File: src/hw/rtl/maeu_ram.sv
// generic single write port, single read port ram with registered read
`timescale 1ns / 1ps

module maeu_ram #(
    parameter int WIDTH = 32,
    parameter int DEPTH = 16
) (
    input  logic                     i_clk,
    input  logic                     i_we,
    input  logic [$clog2(DEPTH)-1:0] i_waddr,
    input  logic [WIDTH-1:0]         i_wdata,
    input  logic [$clog2(DEPTH)-1:0] i_raddr,
    output logic [WIDTH-1:0]         o_rdata
);

    logic [WIDTH-1:0] r_mem [DEPTH];
    logic [WIDTH-1:0] r_rdata;

    // write port
    always_ff @(posedge i_clk) begin
        if (i_we) begin
            r_mem[i_waddr] <= i_wdata;
        end
    end

    // registered read port
    always_ff @(posedge i_clk) begin
        r_rdata <= r_mem[i_raddr];
    end

    assign o_rdata = r_rdata;

endmodule

File: config.mk
export PLATFORM = sky130hd
export DESIGN_NAME = maeu_ram
export DESIGN_NICKNAME = d
export VERILOG_FILES = /design/src/hw/rtl/maeu_ram.sv
export SDC_FILE = /design/constraint.sdc
export NUM_CORES = 1
export LEC_CHECK = 0
export BUFFER_PORTS_ARGS = -buffer_cell sky130_fd_sc_hd__buf_2
export CORE_UTILIZATION = 58
export CTS_BUF_LIST = sky130_fd_sc_hd__clkbuf_4 sky130_fd_sc_hd__clkbuf_8
export DETAILED_ROUTE_END_ITERATION = 10
export PLACE_DENSITY = 0.76
export SLEW_MARGIN = 20
export SYNTH_ARGS = -nofsm -noshare
export SYNTH_HDL_FRONTEND = slang
export SYNTH_SLANG_ARGS = --single-unit
File: constraint.sdc
create_clock -name i_clk -period 4.1 [get_ports i_clk]
set_input_delay 0.82 -clock i_clk [delete_from_list [all_inputs] [get_ports i_clk]]
set_output_delay 0.82 -clock i_clk [all_outputs]
set_load 0.005 [all_outputs]
==> metrics.txt <==
CTS Hold Bufs 0; CTS tree yes; Seq cells post-synth 544; crit-path max cell delay ~730 ps; mapped cell area ~0.02 sq mm; die span in x 187.0 microns; yosys warns 0; FP Rows 67; Worst setup EP type flop; hold path cells 1; Slew Limit Fails 0; PostCTS Resize Cnt 0; GRT Util Overall 0.2304; Reg2Reg Setup Slack 2660 ps; Clock Skews roughly 36 ps; clock sinks 544; Slew @ Worst Pin 1106 ps; status finished clean; Reg clk slew, reported paths 70 ps; Slew headroom 0.2614; Min-Delay Path Class input pin to flop; # nets final between 1000 and 1500; RSZ-0062 raised after global routing no; share of cells above drive strength 1 0.3762; Worst path top cell family by delay simple AND/OR/NAND/NOR gates; worst-path fanout max 19; Worst EP arrival between 2000 and 2500 ps; Syn Nets a little under 900; Crit Reg-Reg Startpoint r_mem[3][18]; CTS Buffer Depth 3; grt ovf 0; number of remaining DRC errors 0; FF-to-FF End o_rdata[18]; fin crit period 2208 ps; Power Density approximately 500 mW/mm^2; Reg2Reg Depth 3; pin count of the biggest net entering global routing between 40 and 50; gate count of the mapped netlist 838; Root Driver clkbuf_8; Final Util 0.6739; Die ar. 0.03497 sq mm; Worst Hold Path EP r_mem[15][19]; Peak VDD IR just under 0.3 mV; max-cap violation count 0; # Post-CTS Setup Buffers 0; final setup TNS 0 ps; WP buf/inv 2; first-pass GRT wire length between 50 and 60 mm; via/cell ratio 6.141; Layout fillers 1991; P_leak 7.393 nW; I/O pin total 74; antenna cells 0; final cycle utilization of the critical path 0.5384; final setup violation count 0; vias in the first global route between 9000 and 10000; post-synthesis average cell area 23.69 sq um; Core Area 0.03362 sq mm; DP Wirelength ~21 mm; initial antenna violation count 0; CP Launch Type input pin; Crit path required time 4380 ps; DR vias 9199; Layout area overhead 14.10%; Initial Utilization 0.5906; hold_sp i_wdata[19]; worst path cell trace buf_2, nand3b_1, nor2_4, buf_4; Hold Fails Final Rpt 0; Clock Latency Late Sink 630 ps; DRT antenna net count 0; RePlAce Congestion around 0.7; Slowest-stage cell, CP nor2_4; Max Fclk about 450 MHz; Worst Setup Path Type input pin to flop; First-pass DRT Iterations 5; port bufs between 70 and 80; wire length per cell ~26 microns; DIE HEIGHT about 190 microns; post-synthesis sequential area ratio 0.8067; initial DRC count 918; H-tree Lvls 3; total CTS buffers 83; Post-Route WL 38.29 mm; Synth cell types 18
[power breakdown]
| part | leakage (nW) | switching [W] | internal (W) | total (W) |
|---|---|---|---|---|
| Sequential | 4.89 | 0.0000419 | 0.00622 | 0.00626 |
| Combinational | 1.58 | 0.000306 | 0.000222 | 0.000527 |
| Clock | 0.914 | 0.00200 | 0.00250 | 0.00450 |
[sequential cells by signal (all words and copies together) (netlist names)]
register	cells
r_mem	512
o_rdata	32
[metal layers]
layer | routed length [microns] | global-route usage | share of wire | vias to the layer above
li1 | - | - | - | 3878
met1 | 16210 | 0.3415 | 0.42 | 4829
met2 | 18390 | 0.3487 | 0.48 | 438
met3 | 3110 | 0.05553 | 0.081 | 54
met4 | 578 | 0.06589 | 0.015 | 0
met5 | 0 | 0 | 0 | -
[layout by cell type, fill, tap and decap left out, drive strengths merged, types with 3 or more instances in the layout]
cell type	n
inv	3
clkinv	20
buf	100
clkbuf	127
nand2	33
nor3	4
nor2	13
clkinvlp	3
a22oi	64
dfxtp	32
mux4	128
edfxtp	512
[stage by stage]
step | hold slack, ps | cells | worst slack [ps] | area (sq um) | total power, W
6_report | 576.8 | 1498 | 1892 | 22650 | 0.01128
5_1_grt | 547.9 | 1498 | 1791 | 22650 | 0.01166
4_1_cts | 529.1 | 1498 | 1925 | 22650 | 0.01136
3_5_place_dp | 656.8 | 1344 | 1263 | 20940 | 0.006907
3_3_place_gp | 640.9 | 1344 | 1295 | 20940 | 0.006885
2_1_floorplan | 634.9 | 838 | 100.4 | 19850 | 0.006665
[synth_stat cells]
library cell,number,share of area
edfxtp_1,512,0.77
mux4_2,128,0.15
a22oi_1,64,0.024
nand2_1,33,0.0062
dfxtp_1,32,0.032
clkbuf_1,17,0.0032
nor2_1,13,0.0025
buf_4,11,0.0042
buf_1,9,0.0017
buf_2,4,0.0010
nor3_1,4,0.0010
buf_6,2,0.0011
nand2b_1,2,0.00063
nand3b_1,2,0.00076
nor2b_1,2,0.00063
and2_1,1,0.00032
nand3_1,1,0.00025
or3b_2,1,0.00044
[cell type report]
| class | instances | area [sq um] | area share |
|---|---|---|---|
| Clock buffer | 126 | 1509 | 0.06661 |
| Clock inverter | 28 | 207.7 | 0.009168 |
| Multi-Input combinational cell | 251 | 3750 | 0.1655 |
| Sequential cell | 544 | 16020 | 0.7070 |
| Tap cell | 448 | 560.5 | 0.02474 |
| Timing Repair Buffer | 101 | 611.8 | 0.02701 |
[worst max-delay path by stage]
stage | start | end | slack, ps | cells past startpoint
floorplan | i_waddr[2] | r_mem[0][0] | 100 | 2
global placement | i_waddr[2] | r_mem[2][2] | 1300 | 3
detailed placement | i_raddr[0] | o_rdata[12] | 1260 | 5
CTS | i_waddr[1] | r_mem[13][11] | 1920 | 4
global route | i_raddr[0] | o_rdata[12] | 1790 | 5
finish | i_waddr[3] | r_mem[7][27] | 1890 | 4
[logic make-up (layout without fill, tap and decap cells)]
family | Yosys count | in the layout | share of synthesized area
multiplexers | 128 | 128 | 0.1452
AO/OA/AOI/OAI | 64 | 64 | 0.02420
buffers and inverters | 43 | 255 | 0.01122
AND/OR/NAND/NOR | 59 | 59 | 0.01273
flip-flops | 544 | 544 | 0.8067
Power figures use the tool's default switching activity.
